===== config.mk =====
export PLATFORM = sky130hd
export DESIGN_NAME = sso_cmp_unit
export DESIGN_NICKNAME = d
export VERILOG_FILES = /design/src/sorted_site_overlap_sweep_core_macros.svh /design/src/sso_pkg.sv /design/src/sso_cmp_unit.sv
export SDC_FILE = /design/constraint.sdc
export NUM_CORES = 1
export LEC_CHECK = 0
export ABC_AREA = 1
export BUFFER_PORTS_ARGS = -buffer_cell sky130_fd_sc_hd__buf_2
export CAP_MARGIN = 0
export CORE_MARGIN = 10
export CORE_UTILIZATION = 53
export DETAILED_ROUTE_END_ITERATION = 12
export PLACE_DENSITY_LB_ADDON = 0.1
export SYNTH_ARGS = -nofsm -noshare
export SYNTH_HDL_FRONTEND = slang
export SYNTH_SLANG_ARGS = --single-unit

===== constraint.sdc =====
create_clock -name vclk -period 1.7
set_input_delay 0.085 -clock vclk [all_inputs]
set_output_delay 0.085 -clock vclk [all_outputs]
set_load 0.05 [all_outputs]

===== src/sorted_site_overlap_sweep_core_macros.svh =====
// Assertion macros shared by the sweep core.
`ifndef SORTED_SITE_OVERLAP_SWEEP_CORE_MACROS_SVH
`define SORTED_SITE_OVERLAP_SWEEP_CORE_MACROS_SVH

// Same-cycle implication, disabled while reset is asserted.
`define SSO_ASSERT_NOW(label, clk, rst_n, ante, cons, msg) \
    label: assert property (@(posedge clk) disable iff (!rst_n) (ante) |-> (cons)) \
        else $error(msg);

// Next-cycle implication, disabled while reset is asserted.
`define SSO_ASSERT_NEXT(label, clk, rst_n, ante, cons, msg) \
    label: assert property (@(posedge clk) disable iff (!rst_n) (ante) |=> (cons)) \
        else $error(msg);

`endif


===== src/sso_pkg.sv =====
`timescale 1ns / 1ps

package sso_pkg;

    localparam int TABLE_DEPTH_DEF      = 4096;
    localparam int MAX_HITS_EMITTED_DEF = 63;

    localparam int CHROM_W  = 16;
    localparam int POS_W    = 31;
    localparam int SAMPLE_W = 16;
    localparam int VIDX_W   = 12;
    localparam int COUNT_W  = 13;
    localparam int OP_W     = 2;
    localparam int KIND_W   = 2;

    localparam logic [COUNT_W-1:0] COUNT_SAT = '1;

    localparam int IN_TDATA_W  = 128;
    localparam int OUT_TDATA_W = 48;

    localparam int IN_CHROM_LSB  = 0;
    localparam int IN_START_LSB  = IN_CHROM_LSB + CHROM_W;
    localparam int IN_END_LSB    = IN_START_LSB + POS_W;
    localparam int IN_SITE_LSB   = IN_END_LSB + POS_W;
    localparam int IN_SAMPLE_LSB = IN_SITE_LSB + POS_W;
    localparam int IN_USED_W     = IN_SAMPLE_LSB + SAMPLE_W;

    localparam int OUT_USED_W = VIDX_W + SAMPLE_W + COUNT_W + 2;

    typedef enum logic [OP_W-1:0] {
        OP_LOAD    = 2'd0,
        OP_READ    = 2'd1,
        OP_RESTART = 2'd2
    } op_t;

    typedef enum logic [KIND_W-1:0] {
        KIND_LOAD_ACK    = 2'd0,
        KIND_SITE_HIT    = 2'd1,
        KIND_READ_DONE   = 2'd2,
        KIND_RESTART_ACK = 2'd3
    } kind_t;

    typedef struct packed {
        logic [CHROM_W-1:0] chrom;
        logic [POS_W-1:0]   span_start;
        logic [POS_W-1:0]   span_end;
        logic [POS_W-1:0]   position;
    } site_entry_t;

    typedef struct packed {
        logic stop;
        logic behind;
        logic hit;
    } cmp_res_t;

endpackage


===== src/sso_cmp_unit.sv =====
`timescale 1ns / 1ps

module sso_cmp_unit
    import sso_pkg::*;
(
    input  logic [CHROM_W-1:0] read_chrom,
    input  logic [POS_W-1:0]   read_start,
    input  logic [POS_W-1:0]   read_end,
    input  site_entry_t        site,
    output cmp_res_t           res
);

    logic chrom_lt;
    logic chrom_eq;
    logic chrom_gt;

    always_comb
    begin
        chrom_lt   = read_chrom < site.chrom;
        chrom_eq   = read_chrom == site.chrom;
        chrom_gt   = read_chrom > site.chrom;
        res.stop   = chrom_lt || (chrom_eq && (read_end < site.span_start));
        res.behind = chrom_gt || (read_start > site.span_end);
        res.hit    = (read_start <= site.position) && (site.position <= read_end);
    end

endmodule


==> results of run 1 <==
## layout by cell type, fill, tap and decap left out
master | synthesis | routed
buf_6 | 0 | 2
ha_1 | 139 | 138
buf_4 | 0 | 1
nand2_2 | 2 | 3
o21a_1 | 2 | 2
a21oi_2 | 1 | 2
nand2_1 | 164 | 163
o21ai_0 | 8 | 7
nand3_1 | 12 | 12
ha_4 | 0 | 1
nor4_1 | 1 | 1
and3_1 | 1 | 1
nor2_2 | 5 | 4
nor3_1 | 8 | 6
o21ai_1 | 0 | 1
buf_2 | 0 | 187
nand4_1 | 13 | 13
nor2_1 | 32 | 32
nand3_2 | 1 | 1
o21bai_1 | 3 | 3
a21oi_1 | 52 | 51
nand4_4 | 0 | 1
a21o_2 | 1 | 1
a21o_1 | 4 | 4
nor2_4 | 1 | 2
nor3b_4 | 0 | 1
nor3_2 | 1 | 3
inv_1 | 184 | 184
diode_2 | 0 | 1
nand3b_1 | 2 | 2
## where the power goes
group	switching, mW	internal [mW]	total (mW)	leakage (nW)
Combinational	0.637	0.523	1.16	3.48
Clock	0	0.0000000786	0.0000000786	0.00000634
Sequential	0	0	0	0
Total	0.637	0.523	1.16	3.48
## area by class of cell
type	count	area share [%]
timing repair buffer	190	19.3
inverter	184	13.8
multi-input combinational	455	64.3
antenna	1	0.0500
tap	99	2.48
## routing by layer
| layer | share of wire, % | vias up | global-route usage (%) |
|---|---|---|---|
| met1 | 41 | 1916 | 22.0 |
| met3 | 7.8 | 15 | 5.24 |
| met4 | 1.5 | 0 | 2.65 |
| met5 | 0 | - | 0 |
| li1 | - | 2395 | - |
| met2 | 50 | 128 | 38.8 |
## per-stage QoR
stage / power (mW) / area, sq um / TNS [ps]
final: 1.16 / 5000 / 0
after global placement: 1.08 / 4930 / 0
after floorplan: 0.692 / 3860 / 0
after detailed placement: 1.14 / 4930 / 0
after CTS: 1.14 / 4940 / 0
after global routing: 1.35 / 5000 / -4.98
## timing repair
action	CTS	global route
gates resized for setup	1	15
pin swaps	0	3
hold buffers	0	0
setup endpoints to repair	1	3
## worst min-delay path by stage
stage / start / to / slack (ps) / cells after the start
final: read_chrom[11] / res[2] / 870 / 8
after global routing: read_chrom[6] / res[2] / 910 / 8
after CTS: read_chrom[11] / res[2] / 880 / 8
after detailed placement: read_chrom[11] / res[2] / 880 / 8
after global placement: read_chrom[11] / res[2] / 870 / 8
after floorplan: read_chrom[15] / res[2] / 770 / 6
## kinds of logic after synthesis
family	Yosys count	synth area share (%)
buffers and inverters	184	17.9
AND/OR/NAND/NOR	245	27.1
AO/OA/AOI/OAI	71	9.98
adder cells (fa/ha/maj)	139	45.1
==> flow_metrics.tcl, run 1 <==
set metrics [dict create \
    crit_slowest_cell "ha_1" \
    fin_crit_sh_pct 92.3 \
    hp-class "input port to output pin" \
    drt_iter0_drc 120 \
    finish.utilization_pct 69.7 \
    synth.net_count 965 \
    cp_max_fo 2 \
    path_buf_inv 3 \
    status "complete, no violations" \
    synth_top_area_share_pct 45.1 \
    crit_path_end_kind "output pin" \
    core_area_sq_mm 0.00718 \
    hold_viol 0 \
    synth_area_leaders "ha_1 (45%), inv_1 (18%), nand2_1 (16%)" \
    antenna_found_initial 1 \
    postSynthCellCount 639 \
    multiInputGateArea_sq_mm 0.00322 \
    synthTopCellsByCount "inv_1 (184), nand2_1 (164), ha_1 (139)" \
    yosysTopAreaCell "ha_1" \
    regArea_sq_um 0 \
    worst_pin_slew_ps 285 \
    wl_per_cell_um 12.7 \
    clkbuf_count 0 \
    required_ps 1620 \
    fill_cells 677 \
    drt-total-wl_mm 11.8 \
    dr_total_vias 4454 \
    path_delay_family "simple AND/OR/NAND/NOR gates" \
    crit_chain "buf_2 -> ha_1 -> nand2_1 -> inv_1 -> nand2_1 -> nand2_1 -> nand2_1 -> nand3_1 -> a21oi_2 -> nand2_1 -> nand2_2 -> nand2_1 -> buf_6" \
    grt_max_degree 5 \
    synthToLayoutAreaGrowth_pct 29.6 \
    grt_pass1_vias 4829 \
    viasPerCell 4.79 \
    finalCriticalPeriod_ps 1570 \
    maxSlewHeadroom_pct 80.8 \
    rows 31 \
    cp-start-kind "input port" \
    grt_use_total_pct 20.2 \
    pre_cts_slack_ps 4.90 \
    hpwl_mm 11.3 \
    yosys.cell_count.top_type "inv_1" \
    start_util_pct 53.8 \
    peakVddDrop_mv 0.114 \
    final.setup.worst_slack_ps 131 \
    synth_cell_types 24 \
    yosys_warnings 0 \
    dp_cells 928 \
    synth.cell_area_sq_mm 0.00386 \
    p_leak_nw 3.48 \
    fmax_mhz 637 \
    die_area_sq_mm 0.0111 \
    grt_overflow 0 \
    syn_area_per_cell_sq_um 6.04 \
    setup_viol 0 \
    cts_setup_buffers 0 \
    final_net_count 1157 \
    worstSetupStartpoint "read_start[18]" \
    io_pins 190 \
    cp_common_cell "nand2_1" \
    power.density_mw_per_mm2 232 \
    max-cap-violations 0 \
    cp_data_arrival_time_ps 1480 \
    drv_slew 0 \
    fin_cells 929 \
    cp.depth 13 \
    die_h_um 105 \
    dr.pass1.iters 4 \
    drc_errors 0 \
    whs_ps 867 \
    portBuffers 190 \
    critPathMaxStageDelay_ps 310 \
    place_congestion 0.860 \
    final_layout_size_suffix_gt1_share_pct 25.2 \
    critPathKind "input port to output pin" \
    die_w_um 105 \
    seq_area_frac_synth_pct 0 \
    seq_cell_count 0 \
    grt_pass1_wl_mm 19.9 \
    ant_nets 0 \
    crit_path_end "res[1]" \
]
No activity file was read; power rests on OpenSTA's default activity.
==> inputs of run 2 (changes only) <==
- CELL_PAD_IN_SITES_DETAIL_PLACEMENT: not set -> 2
- CELL_PAD_IN_SITES_GLOBAL_PLACEMENT: not set -> 2
- CORE_UTILIZATION: 53 -> 25
==> run 2 against run 1 <==
Compared with the run above: combinational power is 18% higher; largest cell class unchanged; utilization is 33 points lower; via count is 4.7% higher; maximum frequency is 3.3% lower; largest power group unchanged; critical endpoint unchanged; sequential share of layout area stayed put; highest routed layer is now met5; critical path type unchanged.
==> flow_metrics.tcl, run 2 (synthesis results as in run 1) <==
set metrics [dict create \
    final.setup.worst_slack_ps 77.9 \
    grt_pass1_wl_mm 24.7 \
    power.total_mw 1.37 \
    drt-total-wl_mm 16.1 \
    hold_viol 0 \
    final_layout_size_suffix_gt1_share_pct 32.0 \
    power.density_mw_per_mm2 247 \
    pre_cts_slack_ps -154 \
    synthToLayoutAreaGrowth_pct 43.3 \
    viasPerCell 4.54 \
    hpwl_mm 15.1 \
    dr_total_vias 4663 \
    status "complete, no violations" \
    grt_use_total_pct 14.2 \
    clkbuf_count 0 \
    finalCriticalPeriod_ps 1620 \
    hold_buffers 0 \
    max-cap-violations 0 \
    fmax_mhz 616 \
    core_area_sq_mm 0.0151 \
    antenna_found_initial 1 \
    drt_iter0_drc 39 \
    cp_max_fo 2 \
    seq_cell_count 0 \
    portBuffers 190 \
    dr.pass1.iters 4 \
    critPathKind "input port to output pin" \
    drc_errors 0 \
    fin_crit_sh_pct 95.4 \
    grt_max_degree 5 \
    whs_ps 864 \
    rows 45 \
    cp_data_arrival_time_ps 1540 \
    layout_common_cells "buf_2 (179), inv_1 (169), nand2_1 (154)" \
    die_w_um 144 \
    grt_overflow 0 \
    peakVddDrop_mv 0.0765 \
    wl_per_cell_um 15.7 \
    place_congestion 0.812 \
    cp-start-kind "input port" \
    required_ps 1620 \
    worst_pin_slew_ps 255 \
    antenna_cells 0 \
    p_leak_nw 3.55 \
    mostFrequentLayoutCell "buf_2" \
    final_net_count 1166 \
    maxSlewHeadroom_pct 82.9 \
    ant_nets 0 \
    die_area_sq_mm 0.0208 \
    rsz0062_at_grt "yes" \
    finish.utilization_pct 36.5 \
    grt_pass1_vias 5325 \
    drv_slew 0 \
    setup_viol 0 \
    regArea_sq_um 0 \
    die_h_um 144 \
    io_pins 190 \
    start_util_pct 25.5 \
    hp-class "input port to output pin" \
    crit_path_end_kind "output pin" \
]
-- run 2: report_power, final --
part	total, mW	switching, mW	leakage, nW	internal [mW]
clock network	0	0	0	0
logic	1.37	0.746	3.55	0.619
registers	0	0	0	0
total	1.37	0.746	3.55	0.619
-- run 2: stage by stage --
step	cell area, sq um	cells	TNS (ps)
6_report	5530	1026	0
5_1_grt	5530	1026	-43.4
4_1_cts	5170	1022	-5.41
3_5_place_dp	5080	1022	-292
3_3_place_gp	5080	1022	-269
2_1_floorplan	3860	639	0
-- run 2: worst paths after layout --
kind	startpoint	endpoint	slack, ps	depth (start not counted)
hold / removal	read_chrom[7]	res[2]	860	8
setup / recovery	read_start[17]	res[1]	80	13
-- run 2: timing repair --
item,4_1_cts,5_1_grt
gates resized for setup,17,69
setup buffers,0,4
setup endpoints to repair,3,3
pin swaps,7,31
-- run 2: routing by layer --
layer  global-route usage, %  wire length [um]  vias up
li1                        -                 -     2402
met1                    15.9              6490     2155
met2                    27.7              8470      100
met3                    3.35              1040        4
met4                   0.160                65        2
met5                       0                13        -
-- run 2: worst max-delay path: stages --
cell	delay (ps)
buf_2	110
ha_1	280
nand2_1	80
inv_2	50
nand2_1	80
nand2_1	60
nand2_1	70
nand3_2	110
a21oi_2	200
nand2_1	80
nand2_2	90
nand2_2	60
buf_8	150
-- run 2: area by class of cell --
class                      count  area (sq um)
fill                        1894          9620
inverter                     184           691
multi-input combinational    455          3510
tap                          188           235
timing repair buffer         199          1090
